<file path="src/rtl/core/bomr_pkg.sv">
// Shared types and constants of the box overlap match ranker.
// No dependencies; every other file of the block imports this package.
package bomr_pkg;

  localparam int MARGIN_W = 16;
  localparam int VOL_W    = 24;
  localparam int FRAC_W   = 17;
  localparam int RATIO_W  = 32;
  localparam int NUM_W    = 7;
  localparam int ENT_W    = 7;
  localparam int CFG_IDX_W = 2;
  localparam int CFG_DATA_W = 16;
  // Signed width of widened interval ends: 16-bit center plus half size plus margin.
  localparam int SW       = 19;
  // Divider: (a << FRAC_SHIFT) / b with a and b of DIV_W bits.
  localparam int DIV_W    = 24;
  localparam int FRAC_SHIFT = 16;
  localparam int DIV_Q_W  = DIV_W + FRAC_SHIFT;
  localparam int DIV_CNT_W = 6;

  localparam logic [CFG_IDX_W-1:0] CFG_MARGIN     = 2'd0;
  localparam logic [CFG_IDX_W-1:0] CFG_DEPTH_AXIS = 2'd1;
  localparam logic [CFG_IDX_W-1:0] CFG_ENTRIES    = 2'd2;

  localparam logic KIND_STORE = 1'b0;
  localparam logic KIND_QUERY = 1'b1;

  localparam logic [1:0] SEL_X   = 2'd0;
  localparam logic [1:0] SEL_Y   = 2'd1;
  localparam logic [1:0] SEL_Z   = 2'd2;
  localparam logic [1:0] SEL_VOL = 2'd3;

  typedef struct packed {
    logic [NUM_W-1:0]   num;
    logic [FRAC_W-1:0]  frac;
    logic [RATIO_W-1:0] ratio;
    logic               invalid;
  } hit_t;

  typedef struct packed {
    logic clr;
    logic ins;
    logic pop;
  } cell_ctl_t;

  typedef enum logic [2:0] {
    ST_IDLE,
    ST_READ,
    ST_TEST,
    ST_DLOAD,
    ST_DIV,
    ST_MUL1,
    ST_MUL2,
    ST_INSERT
  } state_t;

endpackage

</file>
<file path="src/rtl/core/bomr_div.sv">
// Iterative restoring divider computing (a << 16) / b, one quotient bit per cycle.
// Depends on bomr_pkg for its widths.
module bomr_div (
  input  logic                           clk,
  input  logic                           rst_n,
  input  logic                           start,
  input  logic [bomr_pkg::DIV_W-1:0]     a,
  input  logic [bomr_pkg::DIV_W-1:0]     b,
  output logic                           done,
  output logic [bomr_pkg::DIV_Q_W-1:0]   q
);
  import bomr_pkg::*;

  logic [DIV_Q_W-1:0]   dvd_r, dvd_nxt;
  logic [DIV_W:0]       rem_r, rem_nxt;
  logic [DIV_CNT_W-1:0] cnt_r, cnt_nxt;
  logic                 busy_r, busy_nxt;
  logic                 done_r, done_nxt;
  logic [DIV_W+1:0]     trial;
  logic                 fits;

  // The dividend shifts out at the top while quotient bits shift in at the bottom.
  assign trial = {rem_r, dvd_r[DIV_Q_W-1]};
  assign fits  = trial >= {2'b00, b};

  always_comb begin
    dvd_nxt  = dvd_r;
    rem_nxt  = rem_r;
    cnt_nxt  = cnt_r;
    busy_nxt = busy_r;
    done_nxt = 1'b0;
    if (start && !busy_r) begin
      dvd_nxt  = {a, {FRAC_SHIFT{1'b0}}};
      rem_nxt  = '0;
      cnt_nxt  = DIV_CNT_W'(DIV_Q_W);
      busy_nxt = 1'b1;
    end else if (busy_r) begin
      rem_nxt = fits ? (DIV_W+1)'(trial - {2'b00, b}) : trial[DIV_W:0];
      dvd_nxt = {dvd_r[DIV_Q_W-2:0], fits};
      cnt_nxt = cnt_r - 1'b1;
      if (cnt_r == DIV_CNT_W'(1)) begin
        busy_nxt = 1'b0;
        done_nxt = 1'b1;
      end
    end
  end

  always_ff @(posedge clk) begin
    if (!rst_n) begin
      busy_r <= 1'b0;
      done_r <= 1'b0;
      cnt_r  <= '0;
    end else begin
      busy_r <= busy_nxt;
      done_r <= done_nxt;
      cnt_r  <= cnt_nxt;
    end
    dvd_r <= dvd_nxt;
    rem_r <= rem_nxt;
  end

  assign done = done_r;
  assign q    = dvd_r;

endmodule

</file>
<file path="config.mk">
export PLATFORM = sky130hd
export DESIGN_NAME = bomr_div
export DESIGN_NICKNAME = d
export VERILOG_FILES = /design/src/rtl/core/bomr_pkg.sv /design/src/rtl/core/bomr_div.sv
export SDC_FILE = /design/constraint.sdc
export NUM_CORES = 1
export LEC_CHECK = 0
export BUFFER_PORTS_ARGS = -buffer_cell sky130_fd_sc_hd__buf_2
export CORE_ASPECT_RATIO = 0.6
export CORE_MARGIN = 5
export CORE_UTILIZATION = 47
export CTS_BUF_LIST = sky130_fd_sc_hd__clkbuf_16
export CTS_CLUSTER_DIAMETER = 150
export DETAILED_ROUTE_END_ITERATION = 10
export PLACE_DENSITY = 0.7
export SYNTH_ARGS = -nofsm -noshare
export SYNTH_HDL_FRONTEND = slang
export SYNTH_SLANG_ARGS = --single-unit
</file>
<file path="constraint.sdc">
create_clock -name clk -period 6.13 [get_ports clk]
set_input_delay 0.3065 -clock clk [delete_from_list [all_inputs] [get_ports clk]]
set_output_delay 0.3065 -clock clk [all_outputs]
set_load 0.01 [all_outputs]
</file>
==> metrics.cfg <==
[yosys]
ys_seq_elements = 73
synth_largest_area_cell = dfxtp_1
synthesis.area_um2 = 4430
postSynthNetCount = 613
postSynth.topFlopCell = dfxtp_1
netlist_top_cells_area = dfxtp_1 (22%), edfxtp_1 (16%), nand2_1 (10%)
synth.avg_cell_area_um2 = 8.27
netlist_instances = 535
synth_edf_count = 24
synth_top_cell_area_share_pct = 22.2
synth-seq-area-share_pct = 38.5
ys_types = 65
yosys_warnings = 0
share_of_synthesized_registers_carrying_an_async_set_or_reset_pct = 0

[run_status]
outcome = finished clean

[hold_path]
timing.hold.worst.start = a[23]
tightest_hold_check_type = input pin to register

[global_routing]
antenna_found_initial = 0
first_global_vias = 3848
grtUsageTotal_pct = 20.0
pin_count_of_the_biggest_net_entering_global_routing = 88
first_pass_grt_wire_length_mm = 18.6
global_route.overflow_total = 0

[final_layout]
filler_cell_count_in_the_final_layout = 890
fin_nets = 690
final_core_util_pct = 56.9
diodes = 0
area.growth.synth_to_final_pct = 18.2
mostFrequentLayoutCells = nand2_1 (118), buf_2 (91), o21ai_0 (67)
mostFrequentLayoutCell = nand2_1
drive_above_1_share_pct = 20.4

[floorplanning]
die_height_um = 85.2
die_width_um = 135
initial_utilization_pct = 48.2
ios = 92
design.core.area_um2 = 9190
num_rows = 27
die_area_um2 = 11500

[setup_path]
worstReg2RegStart = q[39]
worst_setup_path_end_kind = register
timing.critical_path.slowest_stage_cell = or2_1
slowest_delay_ns = 0.67
worst-endpoint-required_ns = 6.36
critical_path.cell_chain = inv_1, ha_1, inv_1, fa_1, a21o_1, nand3_1, a21o_1, a21oi_4, a2111oi_4, or2_1, o21ai_0, a22o_1
critical_path_arrival_ns = 3.62
worstSetupPathType = register to register
cp-start-kind = register
critPathMaxFanout = 17
setup.worst_path.start = q[39]

[sta]
final-hold-violation-count = 0
fmaxAchievable_ghz = 0.295
slew_viol_final = 0
fin_skew_ns = 0.00932
finalCriticalPeriod_ns = 3.39
timing.final.crit_share_pct = 55.3
slew_headroom_pct = 28.8
fin_setup_tns_ns = 0
finalWorstSetupSlack_ns = 2.74
fin_worst_hold_slack_ns = 0.261
report.final.setup_viol = 0
setup_repair_after_global_routing_missed_its_margin = false
timing_worst_slew_pin_value_ns = 1.06

[routing]
drtPass1Iterations = 5
routedWlPerCell_um = 15.3
detail_route.drc_violations = 0
route.vias.total = 4099
drt-initial-drc-count = 352
drt_wl_total_mm = 11.4
number_of_vias_per_cell_after_detailed_routing = 5.49
drtAntennaViolNets = 0

[clocking]
path_clk_slew_ns = 0.06
clk_root_buffer_cell = clkbuf_16
cts_hold_repair.buffers = 0
clk_latency_ns = 0.34
cts_tree = done
ctsResizeCount = 0
cts_buffers = 9
max-clock-path-buffers = 2
h-tree-depth = 3
post-cts-setup-buffers = 0
cts.sinks = 73

[pwr]
power.static_leakage_nw = 2.32
total_power_mw = 1.33
pwr-share-clk_pct = 41.3
power.share.switching_pct = 27.5
combPwrFrac_pct = 16.9
ir_worst_vdd_uv = 174
seqPwrFrac_pct = 41.8
power-per-cell-area_nw_per_um2 = 254
p_int_mw = 0.964
total_switching_power_mw = 0.367

[placement]
globalplace.congestion = 0.906
port_buffers = 91
place_ws_ns = 2.78
place_hpwl_mm = 8.20

[flow_run]
timing.max_cap.violations = 0

-- layout make-up --
type / count / area [µm²] / area share (%)
flip-flops and latches: 73 / 1700 / 32.6
clock buffers: 10 / 250 / 4.78
multi-input cells: 400 / 2450 / 46.8
well taps: 130 / 163 / 3.11
clock inverters: 6 / 65.1 / 1.24
repair buffers: 93 / 470 / 8.99
inverters: 35 / 131 / 2.51
-- critical path: cells and delay by family, from the launching register on --
kind	cells	cell delay (ns)
AO/OA/AOI/OAI	6	1.44
flip-flops	1	0.40
buffers and inverters	2	0.13
adder cells (fa/ha/maj)	2	0.55
AND/OR/NAND/NOR	2	0.77
-- worst paths after layout --
check,end,slack [ns],depth (start not counted)
min reg2reg,rem_r[24],0.48,2
max reg2reg,rem_r[0],2.74,12
max,rem_r[0],2.74,12
min,q[39],0.26,2
-- metrics by stage --
step | cells | instance area, µm²
global route | 747 | 5230
floorplan | 535 | 4430
CTS | 747 | 5230
global placement | 731 | 4920
detailed placement | 731 | 4920
finish | 747 | 5230
-- logic make-up (layout without fill, tap and decap cells) --
| family | after synthesis | in the layout | synth area share, % |
|---|---|---|---|
| XOR/XNOR | 20 | 20 | 3.96 |
| multiplexers | 12 | 12 | 2.74 |
| AND/OR/NAND/NOR | 183 | 183 | 17.9 |
| flip-flops | 73 | 73 | 38.5 |
| adder cells (fa/ha/maj) | 27 | 27 | 7.80 |
| AO/OA/AOI/OAI | 158 | 158 | 23.0 |
| buffers and inverters | 62 | 144 | 6.22 |
-- power groups by stage --
stage / registers (mW) / clock network [mW] / logic (mW)
3_5_place_dp: 0.566 / 0 / 0.222
4_1_cts: 0.556 / 0.565 / 0.223
6_report: 0.556 / 0.550 / 0.225
5_1_grt: 0.560 / 0.581 / 0.250
2_1_floorplan: 0.571 / 0 / 0.147
3_3_place_gp: 0.565 / 0 / 0.217
-- state kept, by name (all words and copies together) (netlist names) --
signal  flops
cnt_r       6
busy_r      1
done        1
q          40
rem_r      25
-- synthesized netlist by cell type, types with 6 or more instances --
cell type    n
xor2_1       9
nor3_1       8
nand3_1      6
clkbuf_1    19
xnor2_1     11
a21oi_1     30
dfxtp_1     49
nand2_1    118
edfxtp_1    24
a31oi_1      6
ha_1        26
mux2i_1     11
a21o_1      11
nand4_1      7
inv_1       34
a32oi_1      8
nor2_1      21
o21ai_0     67
-- per-layer routing --
| layer | global-route usage [%] | vias up | share of wire [%] |
|---|---|---|---|
| met2 | 28.9 | 147 | 43 |
| met3 | 5.57 | 6 | 7.5 |
| met5 | 0 | - | 0 |
| met4 | 5.31 | 0 | 0.59 |
| met1 | 29.3 | 1902 | 48 |
| li1 | - | 2044 | - |
No activity file was read; power rests on OpenSTA's default activity.
