### src/rtl/core/bomr_pkg.sv
// Shared types and constants of the box overlap match ranker.
// No dependencies; every other file of the block imports this package.
package bomr_pkg;

  localparam int MARGIN_W = 16;
  localparam int VOL_W    = 24;
  localparam int FRAC_W   = 17;
  localparam int RATIO_W  = 32;
  localparam int NUM_W    = 7;
  localparam int ENT_W    = 7;
  localparam int CFG_IDX_W = 2;
  localparam int CFG_DATA_W = 16;
  // Signed width of widened interval ends: 16-bit center plus half size plus margin.
  localparam int SW       = 19;
  // Divider: (a << FRAC_SHIFT) / b with a and b of DIV_W bits.
  localparam int DIV_W    = 24;
  localparam int FRAC_SHIFT = 16;
  localparam int DIV_Q_W  = DIV_W + FRAC_SHIFT;
  localparam int DIV_CNT_W = 6;

  localparam logic [CFG_IDX_W-1:0] CFG_MARGIN     = 2'd0;
  localparam logic [CFG_IDX_W-1:0] CFG_DEPTH_AXIS = 2'd1;
  localparam logic [CFG_IDX_W-1:0] CFG_ENTRIES    = 2'd2;

  localparam logic KIND_STORE = 1'b0;
  localparam logic KIND_QUERY = 1'b1;

  localparam logic [1:0] SEL_X   = 2'd0;
  localparam logic [1:0] SEL_Y   = 2'd1;
  localparam logic [1:0] SEL_Z   = 2'd2;
  localparam logic [1:0] SEL_VOL = 2'd3;

  typedef struct packed {
    logic [NUM_W-1:0]   num;
    logic [FRAC_W-1:0]  frac;
    logic [RATIO_W-1:0] ratio;
    logic               invalid;
  } hit_t;

  typedef struct packed {
    logic clr;
    logic ins;
    logic pop;
  } cell_ctl_t;

  typedef enum logic [2:0] {
    ST_IDLE,
    ST_READ,
    ST_TEST,
    ST_DLOAD,
    ST_DIV,
    ST_MUL1,
    ST_MUL2,
    ST_INSERT
  } state_t;

endpackage

### src/rtl/core/bomr_cell.sv
// One cell of the sorted hit chain: holds one hit, inserts or shifts with its neighbors.
// Depends on bomr_pkg for the hit and control types.
module bomr_cell (
  input  logic                  clk,
  input  logic                  rst_n,
  input  bomr_pkg::cell_ctl_t   ctl,
  input  bomr_pkg::hit_t        new_hit,
  input  logic                  up_take,
  input  bomr_pkg::hit_t        up_hit,
  input  logic                  up_valid,
  input  bomr_pkg::hit_t        dn_hit,
  input  logic                  dn_valid,
  output bomr_pkg::hit_t        hit,
  output logic                  valid,
  output logic                  take
);
  import bomr_pkg::*;

  hit_t hit_r, hit_nxt;
  logic valid_r, valid_nxt;

  // A strictly larger overlap goes ahead of this cell; equal ones stay behind it.
  assign take = !valid_r || (new_hit.frac > hit_r.frac);

  always_comb begin
    hit_nxt   = hit_r;
    valid_nxt = valid_r;
    if (ctl.clr) begin
      valid_nxt = 1'b0;
    end else if (ctl.ins) begin
      if (up_take) begin
        hit_nxt   = up_hit;
        valid_nxt = up_valid;
      end else if (take) begin
        hit_nxt   = new_hit;
        valid_nxt = 1'b1;
      end
    end else if (ctl.pop) begin
      hit_nxt   = dn_hit;
      valid_nxt = dn_valid;
    end
  end

  always_ff @(posedge clk) begin
    if (!rst_n) begin
      valid_r <= 1'b0;
    end else begin
      valid_r <= valid_nxt;
    end
    hit_r <= hit_nxt;
  end

  assign hit   = hit_r;
  assign valid = valid_r;

endmodule

### config.mk
export PLATFORM = sky130hd
export DESIGN_NAME = bomr_cell
export DESIGN_NICKNAME = d
export VERILOG_FILES = /design/src/rtl/core/bomr_pkg.sv /design/src/rtl/core/bomr_cell.sv
export SDC_FILE = /design/constraint.sdc
export NUM_CORES = 1
export LEC_CHECK = 0
export ABC_CLOCK_PERIOD_IN_PS = 20500
export BUFFER_PORTS_ARGS = -buffer_cell sky130_fd_sc_hd__buf_2
export CAP_MARGIN = 20
export CELL_PAD_IN_SITES_DETAIL_PLACEMENT = 0
export CELL_PAD_IN_SITES_GLOBAL_PLACEMENT = 1
export CORE_AREA = 2 2 106 108
export DETAILED_ROUTE_END_ITERATION = 8
export DIE_AREA = 0 0 108 110
export GPL_TIMING_DRIVEN = 0
export PLACE_DENSITY = 0.87
export SYNTH_ARGS = -nofsm -noshare
export SYNTH_HDL_FRONTEND = slang
export SYNTH_SLANG_ARGS = --single-unit
### constraint.sdc
create_clock -name clk -period 20.5 [get_ports clk]
set_input_delay 4.1 -clock clk [delete_from_list [all_inputs] [get_ports clk]]
set_output_delay 4.1 -clock clk [all_outputs]
set_load 0.02 [all_outputs]
==> results of run 1 <==
[sequential cells by signal, summed over array words and instances, names as in the netlist]
name	cells
valid	1
hit	57
[worst paths after layout]
check / startpoint / endpoint / slack, ps / cells past startpoint
worst min-delay path: valid / hit[39] / 840 / 1
worst max-delay path: new_hit[48] / take / 10650 / 8
worst max register to register: hit[48] / hit[7] / 17520 / 9
worst min register to register: valid / hit[39] / 840 / 1
[synth_stat cells (all sizes together) (2+ instances only)]
library cell and number:
a211oi 2, nand4 2, clkbuf 10, edfxtp 57, ha 17, mux2i 57, buf 10, nand3 3
inv 17, nor2 60, a21oi 61, nand2 5, o21ai 2
[cell families after synthesis]
family | count (synthesis) | share of synthesized area, %
and+or+nand+nor | 76 | 9.522
AOI/OAI and AO/OA | 70 | 11.04
adders and majority gates | 17 | 6.299
muxes | 58 | 17.23
DFF | 58 | 51.28
buffers and inverters | 38 | 4.631
[worst max-delay path, stage by stage]
cell	delay, ps
buf_2	110
ha_1	300
and4_1	240
nand3_2	120
or4_4	530
o21ai_2	110
nand2_1	70
buf_2	160
[per-layer routing]
metal / track usage [%] / vias up
met1: 19.64 / 1473
met3: 4.703 / 13
li1: - / 1642
met2: 30.82 / 160
met5: 0 / -
met4: 8.516 / 0
[final cells by class]
class / instances / area share, %
Buffer: 20 / 1.802
Clock buffer: 11 / 2.665
Clock inverter: 2 / 0.1523
Inverter: 18 / 1.371
Multi-Input combinational cell: 221 / 30.56
Sequential cell: 58 / 35.13
Tap cell: 140 / 3.553
Timing Repair Buffer: 238 / 24.77
[through the flow]
| step | power [mW] | hold WS (ps) | instance area, sq um | util (%) | setup slack [ps] |
|---|---|---|---|---|---|
| 2_1_floorplan | 0.1873 | 871.3 | 3377 | - | 10290 |
| 3_3_place_gp | 0.2194 | 788.6 | 4728 | 44.20 | 7796 |
| 3_5_place_dp | 0.2218 | 852.7 | 4791 | 44.78 | 10640 |
| 4_1_cts | 0.3073 | 864.4 | 4930 | 46.08 | 10640 |
| 5_1_grt | 0.3194 | 894.7 | 4930 | 46.08 | 10560 |
| 6_report | 0.3029 | 844.5 | 4930 | 46.08 | 10650 |
[power by group]
group          switching [mW]  leakage, nW  total [mW]  internal, mW
Combinational          0.0415         1.82      0.0743        0.0329
Clock                  0.0434       0.0702      0.0845        0.0411
Sequential            0.00263        0.548       0.144         0.141
==> flow_summary.toml, run 1 <==
[cells_and_area]
num_antenna_cells = 0
fin_cells = 708
nets = 762
final_common_cell = "buf_2"
drive_gt1_share_pct = 45.60
final_cell_mix = "240 x buf_2, 61 x a21oi_1, 60 x nor2_1"
seq_area_sq_um = 1732
fillers = 1076
multi_input_area_sq_um = 1506
syn2layout_area_growth_pct = 45.98

[cts]
path_clk_slew_ps = 70
cts_root_buf = "clkbuf_8"
numCtsBuffers = 9
holdBufCountCts = 0
post-cts-setup-buffers = 0
htree_levels = 3
cts_buffer_depth = 2
numClockSinks = 58
cts_tree = "done"
clk_latency_ps = 340
cts_resized = 0

[detailed_routing]
first_pass_iters = 4
drc = 0
wl_per_cell_um = 14.58
drt_iter0_markers = 106
wl_mm = 10.32
vias = 3288
top_layer = "met4"
met3_length_um = 857
final_antenna_net_count = 0
drt-vias-per-instance = 4.644
wl_met1_mm = 4.252
dr_wl_met2_mm = 5.008

[yosys]
synth_seq_cells = 58
synth_cell_types = 31
postSynthAreaPerCell_sq_um = 10.65
synthTopCellsByArea = "edfxtp_1 51%, mux2i_1 17%, a21oi_1 9.0%"
synth_nets = 513
syn_area_sq_um = 3377
async_flop_share_pct = 0
seq_area_frac_synth_pct = 51.28
synth_edf_count = 57
synthCells = 317
ys.flop_type = "edfxtp_1"
synth_warnings = 0
synth_top_area_cell = "edfxtp_1"
synth_top_area_share_pct = 50.69

[die]
rows = 38
io_pins = 238
die_y_um = 110
core_area_sq_um = 10700
die_x_um = 108
start_util_pct = 31.57
dieArea_sq_um = 11880

[sta]
fmax_ghz = 0.1015
hold_viol = 0
setup-tns-final_ps = 0
finalSetupViolCount = 0
slew_violations = 0
finalCritPeriodShare_pct = 48.05
relSlewSlack_pct = 46.16
min_period_ps = 9851
worst_slew_pin_slew_ps = 807.6
fin_worst_skew_ps = 9.660
rsz0062_at_grt = "false"

[placement]
post-dp-hpwl_mm = 8.287
gp_congestion = 0.7817
io_buffer_count = 235
dp_cells = 695

[grt]
grt_use_total_pct = 17.49
grt_max_degree = 19
gr-total-overflow = 0
grt_pass1_wl_mm = 15.70
grt_pass1_vias = 3315
antenna_found_initial = 0

[power]
leakage_nw = 2.433
ir_drop_v = 0.00002603
powerDensity_nw_per_um2 = 61.44

[worst_hold_path]
hp-class = "reg2reg"

[critical_path]
path_class = "in2out"
crit_fanout = 3
crit_path_end_kind = "output port"
crit_path_start_kind = "input port"
arrival_ps = 5750
required_ps = 16400

[job]
cap_viol_max_count = 0

[outcome]
status = "finished, final reports clean"
(Power assumes the default switching activity.)
==> run 2, diff against run 1 <==
==> config.mk (replaced) <==
export PLATFORM = sky130hd
export DESIGN_NAME = bomr_cell
export DESIGN_NICKNAME = d
export VERILOG_FILES = /design/src/rtl/core/bomr_pkg.sv /design/src/rtl/core/bomr_cell.sv
export SDC_FILE = /design/constraint.sdc
export NUM_CORES = 1
export LEC_CHECK = 0
export ABC_CLOCK_PERIOD_IN_PS = 9500
export BUFFER_PORTS_ARGS = -buffer_cell sky130_fd_sc_hd__buf_2
export CAP_MARGIN = 20
export CELL_PAD_IN_SITES_DETAIL_PLACEMENT = 0
export CELL_PAD_IN_SITES_GLOBAL_PLACEMENT = 1
export CORE_AREA = 2 2 111 113
export DETAILED_ROUTE_END_ITERATION = 8
export DIE_AREA = 0 0 113 115
export GPL_TIMING_DRIVEN = 0
export PLACE_DENSITY = 0.8
export SYNTH_ARGS = -nofsm -noshare
export SYNTH_HDL_FRONTEND = slang
export SYNTH_SLANG_ARGS = --single-unit
==> constraint.sdc (replaced) <==
create_clock -name clk -period 9.5 [get_ports clk]
set_input_delay 1.9 -clock clk [delete_from_list [all_inputs] [get_ports clk]]
set_output_delay 1.9 -clock clk [all_outputs]
set_load 0.02 [all_outputs]
==> run 2 against run 1 <==
  * Combinational power rose by 120%
  * Non-clock buffer count did not move
  * The flow now finishes with violations (DRC)
  * Largest cell class unchanged
  * Critical path type unchanged
  * Global-route usage fell by 1.4 points
  * Hold slack improved by 7.7 ps
==> flow_summary.toml, run 2 (same netlist as run 1, synthesis figures left out) <==
[power]
ir_drop_v = 0.00006542
p_sw_mw = 0.2088
p_total_mw = 0.8382
powerDensity_nw_per_um2 = 163.3
power_frac_seq_pct = 37.1
clkPwrFrac_pct = 43.7
leakage_nw = 2.527
p_sw_share_pct = 24.91
p_int_mw = 0.6294
combinationalPowerShare_pct = 19.1

[cts]
post-cts-setup-buffers = 0
path_clk_slew_ps = 50
htree_levels = 3
numClockSinks = 58
clk_latency_ps = 330
cts_buffer_depth = 2
cts_resized = 0
numCtsBuffers = 9
holdBufCountCts = 0
cts_root_buf = "clkbuf_16"
cts_tree = "done"

[detailed_routing]
drc = 13
drt-vias-per-instance = 4.578
wl_mm = 10.71
vias = 3287
drt_iter0_markers = 99
wl_per_cell_um = 14.91
final_antenna_net_count = 0
first_pass_iters = 6

[cells_and_area]
final_common_cell = "buf_2"
num_antenna_cells = 0
final_cell_mix = "240 x buf_2, 61 x a21oi_1, 60 x nor2_1"
largest_reg_flops = 57
drive_gt1_share_pct = 46.23
nets = 762
syn2layout_area_growth_pct = 51.98
utilization_pct = 43.45
finalInstanceArea_sq_um = 5132

[critical_path]
endpoint = "take"
required_ps = 7600
crit_fanout = 2
r2r_start = "hit[48]"
r2r_slack_ps = 6570
path_class = "in2out"
crit_path_end_kind = "output port"
r2r-end = "hit[1]"
crit_start = "new_hit[45]"
r2r_cells = 9
arrival_ps = 3630
crit_path_start_kind = "input port"

[sta]
fin_worst_skew_ps = 7.643
worst_slew_pin_slew_ps = 810.1
fmax_ghz = 0.1809
rsz0062_at_grt = "false"
slew_violations = 0
finalCritPeriodShare_pct = 58.20
relSlewSlack_pct = 45.99
hold_viol = 0
hold_ws_ps = 852.2
finalSetupViolCount = 0
min_period_ps = 5529
setup-tns-final_ps = 0

[grt]
grt_use_total_pct = 16.13
antenna_found_initial = 0
grt_pass1_vias = 3349
grt_pass1_wl_mm = 16.18
grt_max_degree = 19
gr-total-overflow = 0

[worst_hold_path]
hp-class = "reg2reg"

[job]
cap_viol_max_count = 0

[placement]
post-dp-hpwl_mm = 8.777
place_area_sq_um = 4800
gp_congestion = 0.8349
io_buffer_count = 235

[outcome]
status = "finished with violations"
violations = "DRC"

[die]
dieArea_sq_um = 13000
start_util_pct = 28.59
die_x_um = 113
die_y_um = 115
core_area_sq_um = 11810
io_pins = 238
rows = 40
run 2: layout make-up:
| class | instances | area (sq um) |
|---|---|---|
| Buffer | 20 | 88.84 |
| Clock buffer | 9 | 225.2 |
| Clock inverter | 7 | 107.6 |
| Fill cell | 1209 | 6679 |
| Inverter | 18 | 67.56 |
| Multi-Input combinational cell | 221 | 1506 |
| Sequential cell | 58 | 1732 |
| Tap cell | 147 | 183.9 |
| Timing Repair Buffer | 238 | 1221 |
run 2: worst max-delay path, cell delays in order:
cell and delay, ps:
buf_2 110, ha_1 300, and3_1 210, a22o_1 220
o21ai_0 190, o211ai_1 140, o21ai_2 280, nand2_1 100
buf_2 170
run 2: metal layers:
layer | track usage, % | routed length, um
met5 | 0 | 0
met4 | 7.561 | 221
met3 | 5.640 | 999
met2 | 28.50 | 5363
met1 | 17.40 | 4121
run 2: metrics by stage:
step	setup WS [ps]	cells
after floorplan	1487	317
final	3971	718
after global placement	-937.5	699
after detailed placement	3961	702
after CTS	3948	718
after global routing	3878	718
run 2: power by group through the flow:
stage                     logic, mW  registers (mW)  clock network, mW
after floorplan              0.0627           0.342                  0
after global placement        0.155           0.319                  0
after detailed placement      0.163           0.317                  0
after CTS                     0.163           0.312              0.373
after global routing          0.177           0.313              0.384
final                         0.160           0.311              0.367
run 2: worst min-delay path by stage:
stage | from | endpoint | slack, ps | cells past startpoint
after floorplan | valid | valid | 870 | 3
after global placement | valid | valid | 850 | 3
after detailed placement | valid | hit[31] | 860 | 1
after CTS | valid | hit[28] | 870 | 1
after global routing | valid | hit[28] | 890 | 1
final | valid | hit[30] | 850 | 1
